==> src/hw/rtl/wfm_pkg.sv <==
`default_nettype none
// ----------------------------------------------------------------------------
// wfm_pkg
// Shared types, constants and helpers of the wildcard file name matcher.
// ----------------------------------------------------------------------------
package wfm_pkg;

  localparam int PATTERN_DEPTH = 256;
  localparam int ADDR_W        = $clog2(PATTERN_DEPTH);
  localparam int LEN_W         = $clog2(PATTERN_DEPTH + 1);
  localparam int QUEUE_DEPTH   = 2;

  localparam logic [7:0] CH_NUL   = 8'h00;
  localparam logic [7:0] CH_STAR  = 8'h2A;
  localparam logic [7:0] CH_QUEST = 8'h3F;
  localparam logic [7:0] CH_DOT   = 8'h2E;

  localparam logic OP_LOAD = 1'b0;
  localparam logic OP_NAME = 1'b1;

  // One queued transfer, already classified by the front end.
  typedef struct packed {
    logic       op;
    logic [7:0] ch;
    logic       term;
    logic       dot;
  } item_t;

  // Queue head as seen by the back end.
  typedef struct packed {
    logic  valid;
    item_t item;
  } head_t;

  function automatic logic [7:0] upcase(input logic [7:0] c);
    logic [7:0] r;
    r = c;
    if (c >= 8'h61 && c <= 8'h7A) begin
      r = c - 8'h20;
    end
    return r;
  endfunction

endpackage
`default_nettype wire

==> src/hw/rtl/wildcard_filename_matcher.sv <==
`default_nettype none
// ----------------------------------------------------------------------------
// wildcard_filename_matcher
// DOS-style wildcard matcher: loads a pattern, then checks file names.
// ----------------------------------------------------------------------------
//
//  Channel  | Ports                              | Transfer
//  ---------+------------------------------------+---------------------------
//  input    | start, busy, in_operation,         | start high, busy low
//           | in_char_code                       |
//  result   | out_valid, out_match,              | out_valid high, one cycle
//           | out_pattern_overflow               |
//
// A pattern byte is written straight from the idle state; a plain name byte
// needs a store read, then the compare. A star in name mode walks the store
// one entry per cycle on the single read port up to the next dot or the
// pattern end, and one more compare follows when the name ends.
// Reset is synchronous and active low; it clears length and control state,
// not the store. The receiver cannot stall; busy is high only while the
// two-entry queue between the front and back ends is full.
//
module wildcard_filename_matcher (
  input  wire logic       clk,
  input  wire logic       rst_n,
  input  wire logic       start,
  output logic            busy,
  input  wire logic       in_operation,
  input  wire logic [7:0] in_char_code,
  output logic            out_valid,
  output logic            out_match,
  output logic            out_pattern_overflow
);

  // Queue head from the front end and the pop that retires it.
  wfm_pkg::head_t head;
  logic           pop;

  // The front end takes transfers and tags terminators and dots.
  wfm_front u_front (
    .clk          (clk),
    .rst_n        (rst_n),
    .start        (start),
    .busy         (busy),
    .in_operation (in_operation),
    .in_char_code (in_char_code),
    .head         (head),
    .pop          (pop)
  );

  // The back end owns the pattern store and the matching sequencer.
  wfm_back u_back (
    .clk                  (clk),
    .rst_n                (rst_n),
    .head                 (head),
    .pop                  (pop),
    .out_valid            (out_valid),
    .out_match            (out_match),
    .out_pattern_overflow (out_pattern_overflow)
  );

endmodule
`default_nettype wire

==> src/hw/rtl/wfm_ram.sv <==
`default_nettype none
// ----------------------------------------------------------------------------
// wfm_ram
// Generic single-write, single-read RAM with a registered read port.
// ----------------------------------------------------------------------------
module wfm_ram #(
  parameter int WIDTH = 8,
  parameter int DEPTH = 256
) (
  input  wire logic                     clk,
  input  wire logic                     we,
  input  wire logic [$clog2(DEPTH)-1:0] waddr,
  input  wire logic [WIDTH-1:0]         wdata,
  input  wire logic [$clog2(DEPTH)-1:0] raddr,
  output logic      [WIDTH-1:0]         rdata
);

  logic [WIDTH-1:0] mem [DEPTH];

  always_ff @(posedge clk) begin
    if (we) begin
      mem[waddr] <= wdata;
    end
    rdata <= mem[raddr];
  end

endmodule
`default_nettype wire

==> src/hw/rtl/wfm_front.sv <==
`default_nettype none
// ----------------------------------------------------------------------------
// wfm_front
// Accepts command transfers, classifies the byte and queues them.
// ----------------------------------------------------------------------------
module wfm_front (
  input  wire logic          clk,
  input  wire logic          rst_n,
  input  wire logic          start,
  output logic               busy,
  input  wire logic          in_operation,
  input  wire logic [7:0]    in_char_code,
  output wfm_pkg::head_t     head,
  input  wire logic          pop
);

  localparam int PW = $clog2(wfm_pkg::QUEUE_DEPTH);
  localparam int CW = $clog2(wfm_pkg::QUEUE_DEPTH + 1);

  wfm_pkg::item_t slot_r [wfm_pkg::QUEUE_DEPTH];
  logic [PW-1:0]  wr_ptr_r, wr_ptr_nxt;
  logic [PW-1:0]  rd_ptr_r, rd_ptr_nxt;
  logic [CW-1:0]  count_r, count_nxt;
  logic           push;
  wfm_pkg::item_t new_item;

  assign busy = (count_r == CW'(wfm_pkg::QUEUE_DEPTH));
  assign push = start && !busy;

  always_comb begin
    new_item.op   = in_operation;
    new_item.ch   = in_char_code;
    new_item.term = (in_char_code == wfm_pkg::CH_NUL);
    new_item.dot  = (in_char_code == wfm_pkg::CH_DOT);
  end

  assign head.valid = (count_r != '0);
  assign head.item  = slot_r[rd_ptr_r];

  function automatic logic [PW-1:0] bump(input logic [PW-1:0] p);
    logic [PW-1:0] r;
    r = (p == PW'(wfm_pkg::QUEUE_DEPTH - 1)) ? '0 : p + PW'(1);
    return r;
  endfunction

  always_comb begin
    wr_ptr_nxt = push ? bump(wr_ptr_r) : wr_ptr_r;
    rd_ptr_nxt = pop ? bump(rd_ptr_r) : rd_ptr_r;
    count_nxt  = count_r + CW'(push) - CW'(pop);
  end

  always_ff @(posedge clk) begin
    if (!rst_n) begin
      wr_ptr_r <= '0;
      rd_ptr_r <= '0;
      count_r  <= '0;
    end else begin
      wr_ptr_r <= wr_ptr_nxt;
      rd_ptr_r <= rd_ptr_nxt;
      count_r  <= count_nxt;
    end
  end

  always_ff @(posedge clk) begin
    if (push) begin
      slot_r[wr_ptr_r] <= new_item;
    end
  end

endmodule
`default_nettype wire

==> src/hw/rtl/wfm_back.sv <==
`default_nettype none
// ----------------------------------------------------------------------------
// wfm_back
// Pattern store and matching sequencer; emits one result per name end.
// ----------------------------------------------------------------------------
module wfm_back (
  input  wire logic          clk,
  input  wire logic          rst_n,
  input  wire wfm_pkg::head_t head,
  output logic               pop,
  output logic               out_valid,
  output logic               out_match,
  output logic               out_pattern_overflow
);

  localparam int AW = wfm_pkg::ADDR_W;
  localparam int LW = wfm_pkg::LEN_W;

  localparam logic [1:0] ST_IDLE = 2'd0;
  localparam logic [1:0] ST_CMP  = 2'd1;
  localparam logic [1:0] ST_SCAN = 2'd2;

  logic [1:0]      state_r, state_nxt;
  logic [LW-1:0]   len_r, len_nxt;
  logic [LW-1:0]   pos_r, pos_nxt;
  logic            ext_r, ext_nxt;
  logic            skip_r, skip_nxt;
  logic            dec_r, dec_nxt;
  logic            dval_r, dval_nxt;
  logic            ovf_r, ovf_nxt;
  logic            closed_r, closed_nxt;
  wfm_pkg::item_t  cur_r, cur_nxt;
  logic            valid_nxt, match_nxt, povf_nxt;

  logic            we;
  logic [AW-1:0]   waddr;
  logic [AW-1:0]   raddr;
  logic [7:0]      rdata;
  logic [LW-1:0]   len_eff;
  logic [7:0]      pc;
  logic            in_range;
  logic            finish;
  wfm_pkg::item_t  c;

  wfm_ram #(.WIDTH(8), .DEPTH(wfm_pkg::PATTERN_DEPTH)) u_store (
    .clk   (clk),
    .we    (we),
    .waddr (waddr),
    .wdata (head.item.ch),
    .raddr (raddr),
    .rdata (rdata)
  );

  assign in_range = (pos_r < len_r);
  assign pc       = in_range ? rdata : wfm_pkg::CH_NUL;
  assign len_eff  = closed_r ? '0 : len_r;
  assign c        = (state_r == ST_IDLE) ? head.item : cur_r;
  assign waddr    = len_eff[AW-1:0];

  always_comb begin
    state_nxt  = state_r;
    len_nxt    = len_r;
    pos_nxt    = pos_r;
    ext_nxt    = ext_r;
    skip_nxt   = skip_r;
    dec_nxt    = dec_r;
    dval_nxt   = dval_r;
    ovf_nxt    = ovf_r;
    closed_nxt = closed_r;
    cur_nxt    = cur_r;
    valid_nxt  = 1'b0;
    match_nxt  = out_match;
    povf_nxt   = out_pattern_overflow;
    pop        = 1'b0;
    we         = 1'b0;
    finish     = 1'b0;

    unique case (state_r)
      ST_IDLE: begin
        if (head.valid) begin
          pop     = 1'b1;
          cur_nxt = head.item;
          if (head.item.op == wfm_pkg::OP_LOAD) begin
            // A load abandons any name in progress.
            pos_nxt  = '0;
            ext_nxt  = 1'b0;
            skip_nxt = 1'b0;
            dec_nxt  = 1'b0;
            dval_nxt = 1'b0;
            if (closed_r) begin
              len_nxt    = '0;
              ovf_nxt    = 1'b0;
              closed_nxt = 1'b0;
            end
            if (head.item.term) begin
              closed_nxt = 1'b1;
            end else if (len_eff < LW'(wfm_pkg::PATTERN_DEPTH)) begin
              we      = 1'b1;
              len_nxt = len_eff + LW'(1);
            end else begin
              ovf_nxt = 1'b1;
            end
          end else if (dec_r) begin
            finish = 1'b1;
          end else if (skip_r) begin
            if (head.item.dot) begin
              skip_nxt = 1'b0;
              finish   = 1'b1;
            end else if (head.item.term) begin
              skip_nxt  = 1'b0;
              state_nxt = ST_CMP;
            end else begin
              finish = 1'b1;
            end
          end else begin
            state_nxt = ST_CMP;
          end
        end
      end

      ST_CMP: begin
        priority if (pc == wfm_pkg::CH_NUL) begin
          dec_nxt  = 1'b1;
          dval_nxt = cur_r.term;
          finish   = 1'b1;
        end else if (pc == wfm_pkg::CH_STAR) begin
          if (ext_r) begin
            dec_nxt  = 1'b1;
            dval_nxt = 1'b1;
            finish   = 1'b1;
          end else begin
            pos_nxt   = pos_r + LW'(1);
            state_nxt = ST_SCAN;
          end
        end else if (pc == wfm_pkg::CH_QUEST) begin
          if (cur_r.dot || cur_r.term) begin
            dec_nxt  = 1'b1;
            dval_nxt = 1'b0;
          end else begin
            pos_nxt = pos_r + LW'(1);
          end
          finish = 1'b1;
        end else if (pc == wfm_pkg::CH_DOT) begin
          if (!cur_r.dot) begin
            dec_nxt  = 1'b1;
            dval_nxt = 1'b0;
          end else begin
            pos_nxt = pos_r + LW'(1);
            ext_nxt = 1'b1;
          end
          finish = 1'b1;
        end else begin
          if (wfm_pkg::upcase(cur_r.ch) != wfm_pkg::upcase(pc)) begin
            dec_nxt  = 1'b1;
            dval_nxt = 1'b0;
          end else begin
            pos_nxt = pos_r + LW'(1);
          end
          finish = 1'b1;
        end
      end

      ST_SCAN: begin
        // rdata holds the pattern byte at pos_r.
        if (in_range && rdata != wfm_pkg::CH_DOT) begin
          pos_nxt = pos_r + LW'(1);
        end else begin
          if (in_range) begin
            pos_nxt = pos_r + LW'(1);
          end
          ext_nxt = 1'b1;
          if (cur_r.dot) begin
            finish = 1'b1;
          end else if (cur_r.term) begin
            state_nxt = ST_CMP;
          end else begin
            skip_nxt = 1'b1;
            finish   = 1'b1;
          end
        end
      end

      default: begin
        state_nxt = ST_IDLE;
      end
    endcase

    if (finish) begin
      state_nxt = ST_IDLE;
      if (c.term) begin
        valid_nxt = 1'b1;
        match_nxt = dec_nxt && dval_nxt && !ovf_r;
        povf_nxt  = ovf_r;
        pos_nxt   = '0;
        ext_nxt   = 1'b0;
        skip_nxt  = 1'b0;
        dec_nxt   = 1'b0;
        dval_nxt  = 1'b0;
      end
    end

    raddr = pos_nxt[AW-1:0];
  end

  always_ff @(posedge clk) begin
    if (!rst_n) begin
      state_r   <= ST_IDLE;
      len_r     <= '0;
      pos_r     <= '0;
      ext_r     <= 1'b0;
      skip_r    <= 1'b0;
      dec_r     <= 1'b0;
      dval_r    <= 1'b0;
      ovf_r     <= 1'b0;
      closed_r  <= 1'b0;
      out_valid <= 1'b0;
    end else begin
      state_r   <= state_nxt;
      len_r     <= len_nxt;
      pos_r     <= pos_nxt;
      ext_r     <= ext_nxt;
      skip_r    <= skip_nxt;
      dec_r     <= dec_nxt;
      dval_r    <= dval_nxt;
      ovf_r     <= ovf_nxt;
      closed_r  <= closed_nxt;
      out_valid <= valid_nxt;
    end
  end

  always_ff @(posedge clk) begin
    cur_r                <= cur_nxt;
    out_match            <= match_nxt;
    out_pattern_overflow <= povf_nxt;
  end

endmodule
`default_nettype wire

==> config.mk <==
export PLATFORM = sky130hd
export DESIGN_NAME = wildcard_filename_matcher
export DESIGN_NICKNAME = d
export VERILOG_FILES = /design/src/hw/rtl/wfm_pkg.sv /design/src/hw/rtl/wildcard_filename_matcher.sv /design/src/hw/rtl/wfm_ram.sv /design/src/hw/rtl/wfm_front.sv /design/src/hw/rtl/wfm_back.sv
export SDC_FILE = /design/constraint.sdc
export NUM_CORES = 2
export LEC_CHECK = 0
export ABC_AREA = 1
export BUFFER_PORTS_ARGS = -buffer_cell sky130_fd_sc_hd__clkbuf_2
export CORE_MARGIN = 8
export CORE_UTILIZATION = 49
export DETAILED_ROUTE_END_ITERATION = 8
export HOLD_SLACK_MARGIN = 0.15
export PLACE_DENSITY = 0.65
export SYNTH_ARGS = -nofsm -noshare
export SYNTH_HDL_FRONTEND = slang
export SYNTH_SLANG_ARGS = --single-unit
==> constraint.sdc <==
create_clock -name clk -period 5.7 [get_ports clk]
set_clock_uncertainty 0.1 [all_clocks]
set_input_delay 1.71 -clock clk [delete_from_list [all_inputs] [get_ports clk]]
set_output_delay 1.71 -clock clk [all_outputs]
set_load 0.02 [all_outputs]
# [Word level (Yosys, flattened, before mapping)]
# Memories as Yosys holds them, arrays and structs flattened. A register that Yosys moved wholly into a read port is not among the register bits.
# Index checks and enable logic that the tools add are counted.
[word_totals] register_bits=43 mem_bits_rw=2070 word_cells=201 mem_count=2
[classes] add_sub_neg=8 magnitude_cmp=6 n_eq_ne=20 n_mux=126 bitwise=2 reduce_logical=19
[memory_table] name="u_back.u_store.mem" depth=256 width=8 read_ports=1 rd_clocked_by_memory_dff=1 wr=1 line="wfm_ram.sv:18" text="logic [WIDTH-1:0] mem [DEPTH];"
[memory_table] name="u_front.slot_r" depth=2 width=11 read_ports=1 rd_clocked_by_memory_dff=1 wr=1 line="wfm_front.sv:20" text="wfm_pkg::item_t slot_r [wfm_pkg::QUEUE_DEPTH];"
[op_table] op="$mux W9" n=17
[op_table] op="$mux W8" n=13
[op_table] op="$mux W1" n=76
[op_table] op="$eq A8 B6 Y1 const B" n=4
[op_table] op="$pmux W9 S3" n=1
[op_table] op="$mux W2" n=13
[op_table] op="$add A9 B1 Y9 const B" n=2
[op_table] op="$ge A8 B7 Y1 const B" n=2
[op_table] op="$le A8 B7 Y1 const B" n=2
[op_table] op="$logic_not A8 Y1" n=2
[op_table] op="$sub A8 B6 Y8 const B" n=2
[op_table] op="$ne A2 B2 Y1 const B" n=6
[op_table] op="$reduce_and A11 Y1" n=1
[op_table] op="$lt A9 B9 Y1" n=1
[op_table] op="$lt A9 B9 Y1 const B" n=1
[op_table] op="$ne A8 B6 Y1 const B" n=1
[op_table] op="$ne A8 B8 Y1" n=1
[op_table] op="$logic_and A1 B1 Y1" n=6
[op_table] op="$ne A2 B1 Y1 const B" n=3
[op_table] op="$pmux W1 S2" n=3
[op_table] op="$pmux W1 S3" n=2
[op_table] op="$pmux W2 S3" n=1
[op_table] op="$reduce_and A2 Y1" n=3
[op_table] op="$eq A2 B2 Y1 const B" n=2
[op_table] op="other kinds (13)" n=16

# [Depth between registers and ports, before layout]
[depth] depth_word=19 depth_mapped=37 mapped_depth_nobuf=35

# [Cells and area by module]
# From an unflattened synthesis, not the netlist that was laid out.
[unflattened] hier_cells=7682 area_unflattened_um2=88174.6
[modules_own_cells] module="wfm_ram" instances=1 cells_each=7003 area_per_inst_um2=83396.2
[modules_own_cells] module="wfm_back" instances=1 cells_each=599 area_per_inst_um2=3658.5
[modules_own_cells] module="wfm_front" instances=1 cells_each=80 area_per_inst_um2=1119.8

# [Worst setup path after synthesis]
# Ideal clock, no wire load.
[synth_timing] path_kind="reg2reg" from="reg with a tool-made name" to="reg u_back.cur_r[2] in the netlist's numbering, data pin" setup_time_ns=0.824 arrival_time_ns=3.740 slack_ns=1.036 path_stages_with_launch=5 path_buffers=1 path_cell_list="dfxtp_1 inv_1 clkbuf_1 nand2_1 nand2_1"
[synth_lines] element="end signal, assigned" line="wfm_back.sv:232" text="cur_r <= cur_nxt;"
[synth_lines] element="end, declared" line="wfm_back.sv:32" text="wfm_pkg::item_t cur_r, cur_nxt;"

# [Worst setup path in the final report]
[layout_timing] from="reg u_back.len_r[6]" to="reg u_back.u_store.rdata[2], read port of u_back.u_store.mem"
[layout_between] elab_chain_cells=19
[layout_lines] element="start, declared" line="wfm_back.sv:24" text="logic [LW-1:0] len_r, len_nxt;"
[layout_lines] element="start signal, assigned" line="wfm_back.sv:219" text="len_r <= len_nxt;"
[layout_lines] element="$lt A9 B9 Y1 *" line="wfm_back.sv:54" text="assign in_range = (pos_r < len_r);"
[layout_lines] element="$mux W8" line="wfm_back.sv:55" text="assign pc = in_range ? rdata : wfm_pkg::CH_NUL;"
[layout_lines] element="$ge A8 B7 Y1 / $le A8 B7 Y1 (equally long branches)" line="wfm_pkg.sv:38" text="if (c >= 8'h61 && c <= 8'h7A) begin"
[layout_lines] element="$logic_and A1 B1 Y1" line="wfm_pkg.sv:38"
[layout_lines] element="$mux W8" line="wfm_pkg.sv:38"
[layout_lines] element="$mux W8" line="wfm_back.sv:143" text="end else if (pc == wfm_pkg::CH_DOT) begin"
[layout_lines] element="$mux W8" line="wfm_back.sv:135" text="end else if (pc == wfm_pkg::CH_QUEST) begin"
[layout_lines] element="$mux W8" line="wfm_back.sv:126" text="end else if (pc == wfm_pkg::CH_STAR) begin"
[layout_lines] element="(+3 left out)"
[layout_lines] element="$mux W9" line="wfm_back.sv:153" text="if (wfm_pkg::upcase(cur_r.ch) != wfm_pkg::upcase(pc)) begin"
[layout_lines] element="$mux W9" line="wfm_back.sv:143"
[layout_lines] element="$mux W9" line="wfm_back.sv:135"
[layout_lines] element="$mux W9" line="wfm_back.sv:126"
[layout_lines] element="$mux W9" line="wfm_back.sv:122" text="priority if (pc == wfm_pkg::CH_NUL) begin"
[layout_lines] element="$pmux W9 S3" line="wfm_back.sv:78" text="unique case (state_r)"
[layout_lines] element="$mux W9" line="wfm_back.sv:190" text="if (c.term) begin"
[layout_lines] element="$mux W9 *" line="wfm_back.sv:188" text="if (finish) begin"
[layout_lines] element="end, declared" line="wfm_ram.sv:15" text="output logic [WIDTH-1:0] rdata"
# Mark *: on every way between the ends. The rest lies on a longest branch, timed or not. The select of a mux whose other input is x is not followed.
# A chain may end at the register's enable or synchronous reset.

==> reports/results.txt <==
Worst-Skew Late Latency -> 0.86 ns
Worst path buffer plus inverter count -> 6
Final setup fails -> 0
Clock slew at reported path FFs -> 0.07 ns
Overall global routing resource usage -> 25.56%
Period utilisation layout -> 96.50%
Leakage -> 40.31 nW
Worst hold slack -> 0.3519 ns
Tmin final -> 5.501 ns
Std cell rows -> 161
Endpoint class of the critical path -> flip-flop
Multiplexer share of the synthesized area -> 0%
Slew @ Worst Pin -> 1.344 ns
CTS root buffer -> clkbuf_16
Hold Startpoint -> u_front.rd_ptr_r
WL/cell -> 23.93 um
WL final -> 271500 um
CP startpoint -> u_back.len_r[6]
Worst EP required -> 6.35 ns
Final max-slew violation count -> 0
Max_slew headroom -> 9.731%
DP Area -> 97600 um2
Ys async rst share -> 0%
Worst R2R Path Depth -> 32
I/O pins -> 16
Post-synth EDFFs -> 2082
Antenna violations before repair -> 10
CTS tree -> done
Data arrival time of the critical path -> 6.15 ns
Worst path depth -> 32
Final worst slack -> 0.1994 ns
Hold Crit Class -> flip-flop to flip-flop
Nets -> 8669
CTS Buffer Depth -> 3
CP Max Fanout -> 28
Placer congestion estimate -> 0.9273
Post-synthesis cell type count -> 47
Die H -> 454.4 um
FF-to-FF Start -> u_back.len_r[6]
CP top delay family -> simple AND/OR/NAND/NOR gates
Mapped cell area -> 94190 um2
Layout cells sized above 1 -> 6.783%
Core area -> 191800 um2
Grt total ovfl -> 0
Non-Filler Instances -> 11340
Peak supply drop -> 0.6973 mV
HPWL Detailed -> 155100 um
Syn nets -> 8768
H-tree depth -> 4
Total iterations of the first detailed-routing run -> 9
Antenna Nets Post-Route -> 0
Placed Cells -> 10940
Seq/Total Area, Yosys -> 67.23%
Max-cap viol count -> 0
Outcome -> finished clean
Final Cell Area -> 104800 um2
Synth Warn # -> 0
Area Growth Syn to Fin -> 11.26%
Endpoints failing hold -> 0
Post-Place Setup Slack -> 0.2435 ns
Global-route wire length before repair -> 401300 um
I/O Buffers -> 15
Largest family of logic cells by synthesized area -> simple AND/OR/NAND/NOR gates
Complex-gate fraction of the synthesized area -> 1.772%
Fin util -> 54.65%
Adder-cell share of the synthesized area -> 0.2258%
FF+latch count, synth -> 2122
CTS Buf Count -> 212
Starting density of the core -> 49.12%
Clock sink total -> 2122
Max Freq -> 181.8 MHz
Residual DRC -> 0
Worst path max stage delay -> 0.38 ns
Average size of a mapped cell -> 10.78 um2
Pwr/cell area -> 625.4 nW/um2
Pin count of the biggest net entering global routing -> 161
Post-Synth Simple-Gate Area -> 23.46%
Setup TNS -> 0 ns
Design Power -> 65.54 mW
Via count -> 65290
XOR/XNOR share of the synthesized area -> 0.1395%
Cts-stage hold buffer count -> 0
DRC marker count from the first detailed-route iteration -> 8272
Crit path launch type -> flip-flop
Worst hold path stage count -> 1
Unrepaired setup endpoints after global routing -> false
Synthesized instance count -> 8739
Vias in the first global route -> 62040
Fillers -> 16170
Die Area -> 206500 um2
Crit Path Class -> flip-flop to flip-flop
Routed vias/inst -> 5.755
Top_reg_cell synth -> edfxtp_1
Die span in x -> 454.4 um
Crit-path slowest cell -> dfxtp_1
-- sequential cells by signal, summed over array words and instances, names as in the netlist, named ones only --
| register | cells |
|---|---|
| u_back.len_r | 9 |
| u_back.ext_r | 1 |
| u_back.skip_r | 1 |
| u_back.dec_r | 1 |
| u_back.state_r | 2 |
| u_back.pos_r | 9 |
| u_back.out_valid | 1 |
| u_back.u_store.mem | 2048 |
| u_back.ovf_r | 1 |
| u_front.rd_ptr_r | 1 |
| u_back.closed_r | 1 |
| u_back.out_match | 1 |
| u_back.u_store.rdata | 8 |
| u_back.dval_r | 1 |
| u_back.cur_r | 10 |
| u_front.count_r | 2 |
| u_back.out_pattern_overflow | 1 |
| u_front.slot_r | 22 |
| u_front.wr_ptr_r | 1 |
-- per-layer routing --
layer | GRT usage, % | routed length, um | vias to the layer above
met5 | 0 | 59 | -
met4 | 10.05 | 11600 | 10
met3 | 4.884 | 25390 | 591
met2 | 40.19 | 124700 | 3204
met1 | 35.32 | 109700 | 31810
li1 | - | - | 29670
-- cell families after synthesis --
logic type | count (synthesis)
AOI/OAI and AO/OA | 253
xor gates and xnor gates | 15
adders and majority gates | 17
buffers and inverters | 1648
DFF | 2122
and+or+nand+nor | 4684
-- worst reg2reg max path, delay by kind of cell (launching register included) --
| kind | cells | cell delay [ns] |
|---|---|---|
| AOI/OAI and AO/OA | 2 | 0.35 |
| adders and majority gates | 1 | 0.29 |
| and+or+nand+nor | 23 | 3.28 |
| buffers and inverters | 6 | 0.97 |
| DFF | 1 | 0.38 |
-- power by group --
part           switching (mW)  internal [mW]  leakage [nW]
registers               0.214           19.3          19.1
logic                    23.1           8.95          17.9
clock network            6.10           7.88          3.35
total                    29.4           36.2          40.3
-- repair_timing --
item,CTS,global route
buffers inserted,0,6
resized for setup,0,19
setup endpoints to repair,0,8
-- cell usage after synthesis (3+ instances only) --
library cell / n / share of area (%)
buf_1: 19 / 0.076
nor3_1: 17 / 0.090
xor2_1: 13 / 0.12
dfxtp_1: 40 / 0.85
o221ai_1: 9 / 0.084
edfxtp_1: 2082 / 66
inv_2: 10 / 0.040
nand4_1: 9 / 0.060
a221oi_1: 4 / 0.037
nand2_1: 1870 / 7.5
buf_6: 3 / 0.036
a21boi_1: 3 / 0.024
a21oi_1: 38 / 0.20
buf_2: 364 / 1.9
nand3b_1: 561 / 4.5
nor4_1: 5 / 0.033
o211ai_1: 108 / 0.86
nor2_1: 379 / 1.5
nand3_1: 1825 / 9.7
o21ai_0: 63 / 0.33
inv_1: 1083 / 4.3
o2111ai_1: 5 / 0.046
clkinv_1: 5 / 0.020
o21ai_1: 6 / 0.032
nor2_2: 3 / 0.020
nand2_2: 6 / 0.040
buf_4: 25 / 0.20
clkbuf_1: 139 / 0.55
ha_1: 17 / 0.23
a31oi_1: 4 / 0.027
-- cell type report --
class                           instances  area (um2)  share of cell area (%)
Clock buffer                          253        5480                   5.229
Clock inverter                        137        1436                   1.371
Sequential cell                      2122       63320                   60.42
Multi-Input combinational cell       4969       24360                   23.25
Antenna cell                            2       5.005                0.004776
Tap cell                             2526        3161                   3.016
Inverter                             1098        4139                   3.950
Timing Repair Buffer                  237        2890                   2.758
-- placed cells by master (no fill, tap or decap), types with 22 or more instances in the layout --
cell type,n
bufinv_16,22
dfxtp_1,39
o21ai_0,62
clkbuf_1,40
nor2_1,377
edfxtp_1,2082
clkinv_1,60
clkbuf_16,218
clkinv_2,37
inv_1,1082
nand3b_1,561
nand3_1,1808
o211ai_1,108
buf_12,74
a21oi_1,38
buf_4,133
nand2_1,1855
-- worst paths after layout --
path	endpoint	slack [ns]
worst max-delay path	u_back.u_store.rdata[2]	0.20
worst min-delay path	u_front.rd_ptr_r	0.35
worst max register to register	u_back.u_store.rdata[2]	0.20
worst min register to register	u_front.rd_ptr_r	0.35
(Power assumes the default switching activity.)
